==> src/sv/dsched_pkg.sv <==
`timescale 1ns / 1ps

package dsched_pkg;

    typedef logic [1:0] policy_t;

    localparam policy_t POL_FCFS  = 2'd0;
    localparam policy_t POL_SSTF  = 2'd1;
    localparam policy_t POL_CSCAN = 2'd2;

    localparam logic CMD_ENQUEUE  = 1'b0;
    localparam logic CMD_DISPATCH = 1'b1;

    typedef struct packed {
        logic        cmd;
        logic [15:0] block_number;
        logic        is_write;
        logic [7:0]  requester_tag;
        logic [15:0] buffer_ref;
    } req_t;

    typedef struct packed {
        logic        accepted;
        logic        queue_full;
        logic [15:0] chosen_block;
        logic        chosen_write;
        logic [7:0]  chosen_tag;
        logic [15:0] chosen_buffer;
        logic [15:0] seek_distance;
        logic [31:0] total_travel_out;
        logic [4:0]  pending_count;
    } rsp_t;

    typedef enum logic [1:0] {
        ST_IDLE,
        ST_SCAN,
        ST_APPLY,
        ST_EMIT
    } state_t;

    typedef struct packed {
        logic load;
        logic scan_step;
        logic apply;
        logic emit;
    } ctrl_cmd_t;

    typedef struct packed {
        logic scan_done;
        logic out_free;
    } dp_status_t;

endpackage

==> src/sv/disk_request_scheduler.sv <==
// flow: an accepted word moves through the scan, apply and emit states, and its result
// word is registered on emit; enqueue and first come first served dispatch do no table
// scan, while shortest seek and circular scan dispatch scan one entry per cycle past the oldest
// throughput: one word in flight; the next word is taken while a result waits to be read
// reset: rst_n clears the table count, head, travel counter, policy and output valid
`timescale 1ns / 1ps

module disk_request_scheduler #(
    parameter int QUEUE_DEPTH = 16,
    parameter int BLOCK_BITS  = 16
) (
    input  logic                clk,
    input  logic                rst_n,
    input  logic                req_valid,
    output logic                req_stall,
    input  dsched_pkg::req_t    req_word,
    output logic                rsp_valid,
    input  logic                rsp_stall,
    output dsched_pkg::rsp_t    rsp_word,
    input  logic                cfg_valid,
    output logic                cfg_ready,
    input  dsched_pkg::policy_t cfg_data
);
    import dsched_pkg::*;

    ctrl_cmd_t  cmd;
    dp_status_t status;

    assign cfg_ready = 1'b1;

    dsched_ctrl u_ctrl (
        .clk       (clk),
        .rst_n     (rst_n),
        .req_valid (req_valid),
        .req_stall (req_stall),
        .status    (status),
        .cmd       (cmd)
    );

    dsched_dp #(
        .QUEUE_DEPTH (QUEUE_DEPTH),
        .BLOCK_BITS  (BLOCK_BITS)
    ) u_dp (
        .clk       (clk),
        .rst_n     (rst_n),
        .req_word  (req_word),
        .cfg_valid (cfg_valid && cfg_ready),
        .cfg_data  (cfg_data),
        .cmd       (cmd),
        .status    (status),
        .rsp_stall (rsp_stall),
        .rsp_valid (rsp_valid),
        .rsp_word  (rsp_word)
    );

    a_full_not_accepted: assert property (@(posedge clk) disable iff (!rst_n)
        (rsp_valid && rsp_word.queue_full) |-> !rsp_word.accepted)
        else $error("dropped request reported as stored");

    a_no_choice_zero: assert property (@(posedge clk) disable iff (!rst_n)
        (rsp_valid && !rsp_word.accepted) |->
            (rsp_word.chosen_block == '0) && (rsp_word.seek_distance == '0))
        else $error("chosen fields set without a dispatched request");

    a_emit_only_free: assert property (@(posedge clk) disable iff (!rst_n)
        cmd.emit |-> (!rsp_valid || !rsp_stall))
        else $error("result word overwritten while stalled");

    a_busy_no_accept: assert property (@(posedge clk) disable iff (!rst_n)
        (cmd.apply || cmd.scan_step) |-> req_stall)
        else $error("request taken while a word is in progress");

endmodule

==> src/sv/dsched_ctrl.sv <==
`timescale 1ns / 1ps

module dsched_ctrl (
    input  logic                   clk,
    input  logic                   rst_n,
    input  logic                   req_valid,
    output logic                   req_stall,
    input  dsched_pkg::dp_status_t status,
    output dsched_pkg::ctrl_cmd_t  cmd
);
    import dsched_pkg::*;

    state_t state_reg;
    state_t state_next;

    always_ff @(posedge clk or negedge rst_n)
    begin
        if (!rst_n)
        begin
            state_reg <= ST_IDLE;
        end
        else
        begin
            state_reg <= state_next;
        end
    end

    always_comb
    begin
        state_next = state_reg;
        unique case (state_reg)
            ST_IDLE:
            begin
                if (req_valid)
                begin
                    state_next = ST_SCAN;
                end
            end
            ST_SCAN:
            begin
                if (status.scan_done)
                begin
                    state_next = ST_APPLY;
                end
            end
            ST_APPLY:
            begin
                state_next = ST_EMIT;
            end
            ST_EMIT:
            begin
                if (status.out_free)
                begin
                    state_next = ST_IDLE;
                end
            end
            default:
            begin
                state_next = ST_IDLE;
            end
        endcase
    end

    always_comb
    begin
        req_stall     = 1'b1;
        cmd           = '0;
        unique case (state_reg)
            ST_IDLE:
            begin
                req_stall = 1'b0;
                cmd.load  = req_valid;
            end
            ST_SCAN:
            begin
                cmd.scan_step = !status.scan_done;
            end
            ST_APPLY:
            begin
                cmd.apply = 1'b1;
            end
            ST_EMIT:
            begin
                cmd.emit = status.out_free;
            end
            default:
            begin
                req_stall = 1'b1;
            end
        endcase
    end

endmodule

==> src/sv/dsched_dp.sv <==
`timescale 1ns / 1ps

module dsched_dp #(
    parameter int QUEUE_DEPTH = 16,
    parameter int BLOCK_BITS  = 16
) (
    input  logic                   clk,
    input  logic                   rst_n,
    input  dsched_pkg::req_t       req_word,
    input  logic                   cfg_valid,
    input  dsched_pkg::policy_t    cfg_data,
    input  dsched_pkg::ctrl_cmd_t  cmd,
    output dsched_pkg::dp_status_t status,
    input  logic                   rsp_stall,
    output logic                   rsp_valid,
    output dsched_pkg::rsp_t       rsp_word
);
    import dsched_pkg::*;

    localparam int BLK_W = (BLOCK_BITS < 16) ? BLOCK_BITS : 16;
    localparam int IW    = $clog2(QUEUE_DEPTH);
    localparam int CW    = $clog2(QUEUE_DEPTH + 1);

    function automatic logic [BLK_W-1:0] blk_dist(input logic [BLK_W-1:0] a,
                                                  input logic [BLK_W-1:0] b);
        blk_dist = (a >= b) ? (a - b) : (b - a);
    endfunction

    // request table, kept in arrival order
    logic [BLK_W-1:0] blk_mem [QUEUE_DEPTH];
    logic             wr_mem  [QUEUE_DEPTH];
    logic [7:0]       tag_mem [QUEUE_DEPTH];
    logic [15:0]      buf_mem [QUEUE_DEPTH];

    req_t             req_reg;
    policy_t          policy_reg;
    logic [CW-1:0]    count_reg;
    logic [CW-1:0]    count_next;
    logic [BLK_W-1:0] head_reg;
    logic [BLK_W-1:0] head_next;
    logic [31:0]      travel_reg;
    logic [31:0]      travel_next;

    logic [CW-1:0]    idx_reg;
    logic [IW-1:0]    sstf_idx_reg;
    logic [BLK_W-1:0] sstf_dist_reg;
    logic             have_ahead_reg;
    logic [IW-1:0]    ahead_idx_reg;
    logic [BLK_W-1:0] ahead_blk_reg;
    logic [IW-1:0]    low_idx_reg;
    logic [BLK_W-1:0] low_blk_reg;

    rsp_t             res_reg;
    rsp_t             res_next;
    logic             rsp_valid_reg;
    rsp_t             rsp_word_reg;

    logic [IW-1:0]    pick_idx;
    logic [IW-1:0]    rd_addr;
    logic [BLK_W-1:0] rd_blk;
    logic [BLK_W-1:0] rd_dist;
    logic             scan_active;
    logic             is_full;
    logic             do_enqueue;
    logic             do_dispatch;
    logic [32:0]      travel_sum;

    always_comb
    begin
        case (policy_reg)
            POL_SSTF:  pick_idx = sstf_idx_reg;
            POL_CSCAN: pick_idx = have_ahead_reg ? ahead_idx_reg : low_idx_reg;
            default:   pick_idx = '0;
        endcase
    end

    // one block-number read port, shared by the scan and the removal
    assign rd_addr = cmd.apply ? pick_idx : idx_reg[IW-1:0];
    assign rd_blk  = blk_mem[rd_addr];
    assign rd_dist = blk_dist(rd_blk, head_reg);

    assign scan_active = (req_reg.cmd == CMD_DISPATCH)
                         && ((policy_reg == POL_SSTF) || (policy_reg == POL_CSCAN));
    assign status.scan_done = !scan_active || (idx_reg >= count_reg);
    assign status.out_free  = !rsp_valid_reg || !rsp_stall;

    assign is_full     = (count_reg == CW'(QUEUE_DEPTH));
    assign do_enqueue  = (req_reg.cmd == CMD_ENQUEUE) && !is_full;
    assign do_dispatch = (req_reg.cmd == CMD_DISPATCH) && (count_reg != '0);
    assign travel_sum  = {1'b0, travel_reg} + 33'(rd_dist);

    always_comb
    begin
        res_next    = '0;
        count_next  = count_reg;
        head_next   = head_reg;
        travel_next = travel_reg;
        if (req_reg.cmd == CMD_ENQUEUE)
        begin
            if (is_full)
            begin
                res_next.queue_full = 1'b1;
            end
            else
            begin
                res_next.accepted = 1'b1;
                count_next        = count_reg + 1'b1;
            end
        end
        else if (do_dispatch)
        begin
            res_next.accepted      = 1'b1;
            res_next.chosen_block  = 16'(rd_blk);
            res_next.chosen_write  = wr_mem[pick_idx];
            res_next.chosen_tag    = tag_mem[pick_idx];
            res_next.chosen_buffer = buf_mem[pick_idx];
            res_next.seek_distance = 16'(rd_dist);
            count_next             = count_reg - 1'b1;
            head_next              = rd_blk;
            travel_next            = travel_sum[32] ? '1 : travel_sum[31:0];
        end
        res_next.total_travel_out = travel_next;
        res_next.pending_count    = 5'(count_next);
    end

    always_ff @(posedge clk or negedge rst_n)
    begin
        if (!rst_n)
        begin
            policy_reg <= POL_FCFS;
            count_reg  <= '0;
            head_reg   <= '0;
            travel_reg <= '0;
        end
        else
        begin
            if (cfg_valid)
            begin
                policy_reg <= cfg_data;
            end
            if (cmd.apply)
            begin
                count_reg  <= count_next;
                head_reg   <= head_next;
                travel_reg <= travel_next;
            end
        end
    end

    always_ff @(posedge clk)
    begin
        if (cmd.apply)
        begin
            if (do_enqueue)
            begin
                blk_mem[count_reg[IW-1:0]] <= req_reg.block_number[BLK_W-1:0];
                wr_mem[count_reg[IW-1:0]]  <= req_reg.is_write;
                tag_mem[count_reg[IW-1:0]] <= req_reg.requester_tag;
                buf_mem[count_reg[IW-1:0]] <= req_reg.buffer_ref;
            end
            else if (do_dispatch)
            begin
                for (int i = 0; i < QUEUE_DEPTH - 1; i++)
                begin
                    if (IW'(i) >= pick_idx)
                    begin
                        blk_mem[i] <= blk_mem[i+1];
                        wr_mem[i]  <= wr_mem[i+1];
                        tag_mem[i] <= tag_mem[i+1];
                        buf_mem[i] <= buf_mem[i+1];
                    end
                end
            end
        end
    end

    // scan state, seeded from the oldest entry
    always_ff @(posedge clk)
    begin
        if (cmd.load)
        begin
            req_reg        <= req_word;
            idx_reg        <= CW'(1);
            sstf_idx_reg   <= '0;
            sstf_dist_reg  <= blk_dist(blk_mem[0], head_reg);
            have_ahead_reg <= (blk_mem[0] >= head_reg);
            ahead_idx_reg  <= '0;
            ahead_blk_reg  <= blk_mem[0];
            low_idx_reg    <= '0;
            low_blk_reg    <= blk_mem[0];
        end
        else if (cmd.scan_step)
        begin
            idx_reg <= idx_reg + 1'b1;
            if (rd_dist < sstf_dist_reg)
            begin
                sstf_dist_reg <= rd_dist;
                sstf_idx_reg  <= idx_reg[IW-1:0];
            end
            if ((rd_blk >= head_reg) && (!have_ahead_reg || (rd_blk < ahead_blk_reg)))
            begin
                have_ahead_reg <= 1'b1;
                ahead_blk_reg  <= rd_blk;
                ahead_idx_reg  <= idx_reg[IW-1:0];
            end
            if (rd_blk < low_blk_reg)
            begin
                low_blk_reg <= rd_blk;
                low_idx_reg <= idx_reg[IW-1:0];
            end
        end
        if (cmd.apply)
        begin
            res_reg <= res_next;
        end
        if (cmd.emit)
        begin
            rsp_word_reg <= res_reg;
        end
    end

    // output word register
    always_ff @(posedge clk or negedge rst_n)
    begin
        if (!rst_n)
        begin
            rsp_valid_reg <= 1'b0;
        end
        else if (cmd.emit)
        begin
            rsp_valid_reg <= 1'b1;
        end
        else if (!rsp_stall)
        begin
            rsp_valid_reg <= 1'b0;
        end
    end

    assign rsp_valid = rsp_valid_reg;
    assign rsp_word  = rsp_word_reg;

endmodule
==> config.mk <==
export PLATFORM = sky130hd
export DESIGN_NAME = disk_request_scheduler
export DESIGN_NICKNAME = d
export VERILOG_FILES = /design/src/sv/dsched_pkg.sv /design/src/sv/disk_request_scheduler.sv /design/src/sv/dsched_ctrl.sv /design/src/sv/dsched_dp.sv
export SDC_FILE = /design/constraint.sdc
export NUM_CORES = 2
export LEC_CHECK = 0
export BUFFER_PORTS_ARGS = -buffer_cell sky130_fd_sc_hd__buf_2
export CORE_AREA = 2 2 476 478
export CTS_CLUSTER_DIAMETER = 80
export DETAILED_ROUTE_END_ITERATION = 8
export DIE_AREA = 0 0 478 480
export HOLD_SLACK_MARGIN = 0.05
export PLACE_DENSITY = 0.44
export SLEW_MARGIN = 20
export SYNTH_ARGS = -nofsm -noshare
export SYNTH_HDL_FRONTEND = slang
export SYNTH_SLANG_ARGS = --single-unit
==> constraint.sdc <==
create_clock -name clk -period 12.7 [get_ports clk]
set_clock_uncertainty 0.2 [all_clocks]
set_input_delay 3.175 -clock clk [delete_from_list [all_inputs] [get_ports clk]]
set_output_delay 3.175 -clock clk [all_outputs]
set_load 0.05 [all_outputs]
======== Word-level counts from Yosys, hierarchy flattened ========
Memories as Yosys holds them, arrays and structs flattened. A register that Yosys moved wholly into a read port is not among the register bits.
Cells that the tools add are included.
operators by class
  order comparisons ....................... 21
  $add $sub $neg .......................... 8
  eq/ne operators ......................... 10
  reduce and logical (&&, ||, !) cells .... 36
  bitwise logic cells ..................... 1
  mux-type cells .......................... 128
operator list
  operator                                                               count
  16-bit 2-to-1 mux                                                      13
  1-bit 2-to-1 mux                                                       97
  32-bit 2-to-1 mux                                                      3
  16-bit subtractor                                                      4
  16-bit less-than comparator                                            3
  32-bit by 16-bit adder with 33-bit output                              1
  16-bit >= comparator                                                   2
  16-bit OR reduction                                                    2
  4-bit >= comparator (first input constant)                             7
  4-bit 2-to-1 mux                                                       6
  3-bit by 4-bit >= comparator with 1-bit output (first input constant)  4
  5-bit 2-to-1 mux                                                       3
  2-bit AND reduction                                                    7
  5-bit by 1-bit adder with 5-bit output (second input constant)         2
  1-bit zero test                                                        9
  1-bit by 4-bit >= comparator with 1-bit output (first input constant)  2
  2-bit by 4-bit >= comparator with 1-bit output (first input constant)  2
  8-bit 2-to-1 mux                                                       1
  2-bit one-hot mux with 4 select lines                                  1
  4-bit one-hot mux with 2 select lines                                  1
  2-bit nonzero test                                                     4
  8-bit OR reduction                                                     1
  2-bit equality test (second input constant)                            3
  2-bit 2-to-1 mux                                                       3
  13 further kinds                                                       23
word-level totals
  memories ................................ 4
  RAM bits ................................ 656
  input port bits ......................... 49
  bits in registers ....................... 333
memories
  memory        words  bits a word  rd ports  clocked after Yosys merged registers in  wr ports  line             text
  u_dp.blk_mem  16     16           17        0                                        15        dsched_dp.sv:30  logic [BLK_W-1:0] blk_mem [QUEUE_DEPTH];
  u_dp.buf_mem  16     16           16        1                                        15        dsched_dp.sv:33  logic [15:0] buf_mem [QUEUE_DEPTH];
  u_dp.tag_mem  16     8            16        1                                        15        dsched_dp.sv:32  logic [7:0] tag_mem [QUEUE_DEPTH];
  u_dp.wr_mem   16     1            16        1                                        15        dsched_dp.sv:31  logic wr_mem [QUEUE_DEPTH];

======== Depth between registers and ports, before layout ========
  depth after elaboration ................. 10
  gate-level depth with buffers ........... 35
  depth with buffers taken out ............ 30

======== By module ========
A second synthesis with hierarchy kept.
second synthesis, totals
  cells, all modules ...................... 3842
  area total of the unflattened synthesis .. 51585.7 um^2
by module, submodules not included
  module                  times used  area each (um^2)  cells an instance
  dsched_dp               1           51363.0           3821
  dsched_ctrl             1           211.5             19
  disk_request_scheduler  1           11.3              2

======== Worst setup path after synthesis ========
OpenSTA, ideal clock, no wires.
  path type ............................... input-to-reg
  start point ............................. input port rsp_stall
  end point ............................... register u_dp.rsp_word_reg (netlist bit u_dp.rsp_word[0]) (enable)
  cell stages on the path ................. 1
  data required time ...................... 11804 ps
  path slack .............................. 1668 ps
  path buffers ............................ 0
  arrival time ............................ 10136 ps
  cell sequence ........................... a21boi_0
on the way
  cells in the longest elaborated chain, start to end .. 3
RTL lines
  what                    line                          text
  start: declaration      disk_request_scheduler.sv:18  input logic rsp_stall,
  1-bit zero test         dsched_dp.sv:85               assign status.out_free = !rsp_valid_reg || !rsp_stall;
  1-bit logical OR        dsched_dp.sv:85
  1-bit 2-to-1 mux        dsched_ctrl.sv:68             unique case (state_reg)
  end signal: assignment  dsched_dp.sv:218              rsp_word_reg <= res_reg;
  end: declaration        dsched_dp.sv:56               rsp_t rsp_word_reg;
Every way passes these cells.
A chain may end at the register's enable or synchronous reset.

==> flow_metrics.py <==
metrics = {
    "grt": {
        "grt_usage": 0.141,
        "grt_max_degree": 77,
        "vias_in_the_first_global_route": 32900,
        "grt_overflow": 0,
        "grt_pass1_wl_um": 240000,
        "grt_antenna_before_repair": 10,
    },
    "route": {
        "drt_first_pass_iters": 5,
        "drt_drc_violations_left": 0,
        "total_number_of_vias": 32800,
        "drt_iter0_drc": 2647,
        "post_drt_wl_per_cell_um": 23.4,
        "postRouteWirelength_um": 166000,
        "vias_per_cell": 4.62,
        "postRouteAntennaNets": 0,
    },
    "setup_path": {
        "worstSetupEndpointType": "register",
        "critPathLaunchType": "register",
        "worst_path_dominant_cell_family": "compound AO/OA/AOI/OAI gates",
        "cp_data_required_time_ps": 13020,
        "critPathMostFrequentCell": "inv_1",
        "crit_slowest_cell": "nor4_2",
        "timing_worst_setup_path_type": "register to register",
        "worst-path-max-fanout": 50,
        "worst-path-buf-inv": 7,
        "signal_arrival_time_at_the_worst_endpoint_ps": 10580,
        "cp_slowest_stage_delay_ps": 840,
    },
    "clocking": {
        "cts_sinks": 1014,
        "cts_htree_levels": 3,
        "cts_setup_buffers": 0,
        "post_cts_resized": 0,
        "clock_insertion_delay_worst_skew_ps": 790,
        "cts-buffers-inserted": 118,
        "cts_tree": "done",
        "cts-root-buf": "clkbuf_16",
        "clk_pin_slew_ps": 60,
        "holdBufCountCts": 0,
        "clk_path_buf_depth": 3,
    },
    "synthesis": {
        "yosys-top-cells-count": "939 x edfxtp_1, 598 x mux2_2, 474 x nand2_1, 221 x nand3_1, 197 x o21ai_0",
        "synth_seq_cells": 1014,
        "synth_top_cell_area_share": 0.549,
        "synth-warning-count": 0,
        "post_synthesis_cell_area_mm2": 0.0514,
        "synthesis.instances": 3931,
        "most_frequently_used_cell_type_in_the_post_synthesis_netlist": "edfxtp_1",
        "yosys-top-cells-area": "edfxtp_1 55%, mux2_2 13%, mux2i_1 3.5%",
        "syn_nets": 4124,
        "synth_seq_area_share": 0.584,
        "netlist-cell-type-count": 81,
        "async_reset_ff_frac": 0.0572,
        "synth-edff-count": 939,
        "synth.avg_cell_area_um2": 13.1,
        "synth_area_leader_cell": "edfxtp_1",
        "synth_top_flop_cell": "edfxtp_1",
    },
    "floorplan": {
        "die-width_um": 478,
        "floorplan.initialDensity": 0.229,
        "chipHeight_um": 480,
        "design.die.area_mm2": 0.229,
        "rows": 174,
        "io_pins": 148,
        "coreArea_mm2": 0.224,
    },
    "final_layout": {
        "layoutNonFillerInstCount": 7098,
        "num-fill-cells": 23000,
        "reg.largest.list": "u_dp.blk_mem: 256 flops, u_dp.buf_mem: 256 flops, u_dp.tag_mem: 128 flops",
        "drive_above_1_share": 0.274,
        "design_area_mm2": 0.0595,
        "area.growth.synth_to_final_pct": 15.8,
        "design.final.nets": 4197,
    },
    "sta": {
        "worst-slew-pin-transition_ps": 1170,
        "setup-tns-final_ps": 0,
        "finalCriticalPeriod_ps": 10260,
        "max_clock_freq_mhz": 97.4,
        "drv_slew": 0,
        "timing.final.hold_violations": 0,
        "final_min_period_over_clock_period": 0.808,
        "maxSlewHeadroom": 0.221,
        "rsz0062_at_grt": "no",
        "setup_viol": 0,
        "worst_slack_ps": 2440,
    },
    "placement": {
        "place.gp.congestion": 0.823,
        "dp.cells": 6876,
        "portBuffers": 146,
        "detailedPlacementHpwl_um": 96000,
        "placed_area_mm2": 0.0556,
        "placement_setup_slack_ps": 2510,
    },
    "power": {
        "worst_ir_drop_vdd_uv": 251,
        "power-per-cell-area_mw_per_mm2": 306,
        "p_leak_nw": 21.4,
    },
    "flow_run": {
        "max_cap_violations": 0,
    },
    "min_path": {
        "holdCritPathClass": "register to register",
    },
    "outcome": {
        "outcome": "finished, final reports clean",
    },
}
power by group:
group | internal [mW] | switching, mW | leakage (nW)
registers | 5.17 | 0.522 | 9.52
clock network | 1.97 | 1.48 | 1.89
logic | 3.25 | 5.77 | 10.0
stage by stage:
step / utilization / power [mW] / hold WS, ps
after floorplan: - / 11.8 / 200
after global placement: 0.248 / 14.8 / 205
after detailed placement: 0.248 / 14.8 / 205
after CTS: 0.265 / 18.3 / 197
after global routing: 0.265 / 19.4 / 210
final: 0.265 / 18.2 / 199
cell type report:
cell class | count | area (µm²) | area share
flip-flops and latches | 1014 | 30000 | 0.504
multi-input cells | 2504 | 20000 | 0.336
well taps | 2992 | 3740 | 0.0630
clock buffers | 149 | 3160 | 0.0532
repair buffers | 223 | 1320 | 0.0223
clock inverters | 71 | 708 | 0.0119
inverters | 143 | 539 | 0.00907
diodes | 2 | 5.00 | 0.0000842
per-layer routing:
layer / wire length [µm] / GRT usage / part of all wire
met3: 7550 / 0.0206 / 0.046
met4: 3200 / 0.0312 / 0.019
met1: 79200 / 0.201 / 0.48
met2: 75800 / 0.227 / 0.46
met5: 25 / 0 / 0.00015
layout by cell type, fill, tap and decap left out, types with 8 or more instances in the layout:
| cell type | n |
|---|---|
| edfxtp_1 | 939 |
| mux2_2 | 598 |
| nand2_1 | 464 |
| nand3_1 | 221 |
| o21ai_0 | 196 |
| mux2i_1 | 182 |
| buf_2 | 145 |
| inv_1 | 139 |
| ha_1 | 137 |
| clkbuf_16 | 120 |
| a21oi_1 | 107 |
| nor2_1 | 102 |
| buf_4 | 77 |
| dfrtp_1 | 58 |
| mux4_2 | 53 |
| a21o_1 | 51 |
| a31oi_1 | 36 |
| xnor2_1 | 31 |
| a41oi_1 | 30 |
| clkinv_2 | 25 |
| clkbuf_1 | 24 |
| nand4_1 | 22 |
| nor3_1 | 21 |
| clkinv_1 | 19 |
| xor2_1 | 17 |
| dfxtp_1 | 17 |
| o21a_1 | 14 |
| nor2b_1 | 12 |
| and3_1 | 12 |
| o211ai_1 | 11 |
| nand2b_1 | 11 |
| and2_1 | 11 |
| bufinv_16 | 10 |
| a211oi_1 | 9 |
| a21o_2 | 9 |
| a21boi_0 | 8 |
| nor2_4 | 8 |
logic make-up after synthesis:
family	Yosys count	share of synthesized area
AND/OR/NAND/NOR	930	0.0800
buffers and inverters	413	0.0330
multiplexers	841	0.194
XOR/XNOR	48	0.00819
other	1	0.0000730
AO/OA/AOI/OAI	540	0.0654
adder cells (fa/ha/maj)	144	0.0358
flip-flops	1014	0.584
worst register-to-register path: cells and delay by family, from the launching register on:
kind / cells / cell delay [ps]
AO/OA/AOI/OAI: 9 / 2550
flip-flops: 1 / 400
XOR/XNOR: 1 / 340
buffers and inverters: 7 / 2230
multiplexers: 4 / 1200
AND/OR/NAND/NOR: 5 / 1590
adder cells (fa/ha/maj): 3 / 1530
path summary, 6_finish.rpt:
check | from | end | slack, ps | cells past startpoint
setup / recovery | u_ctrl.state_reg[0] | u_dp.res_reg[32] | 2440 | 29
hold / removal | u_dp.res_reg[0] | u_dp.rsp_word[0] | 200 | 0
setup reg to reg | u_ctrl.state_reg[0] | u_dp.res_reg[32] | 2440 | 29
hold reg to reg | u_dp.res_reg[0] | u_dp.rsp_word[0] | 200 | 0
max in group asynchronous | rst_n | u_dp.head_reg[8] | 9210 | 2
min in group asynchronous | rst_n | u_dp.head_reg[6] | 2050 | 1
Power figures use the tool's default switching activity.
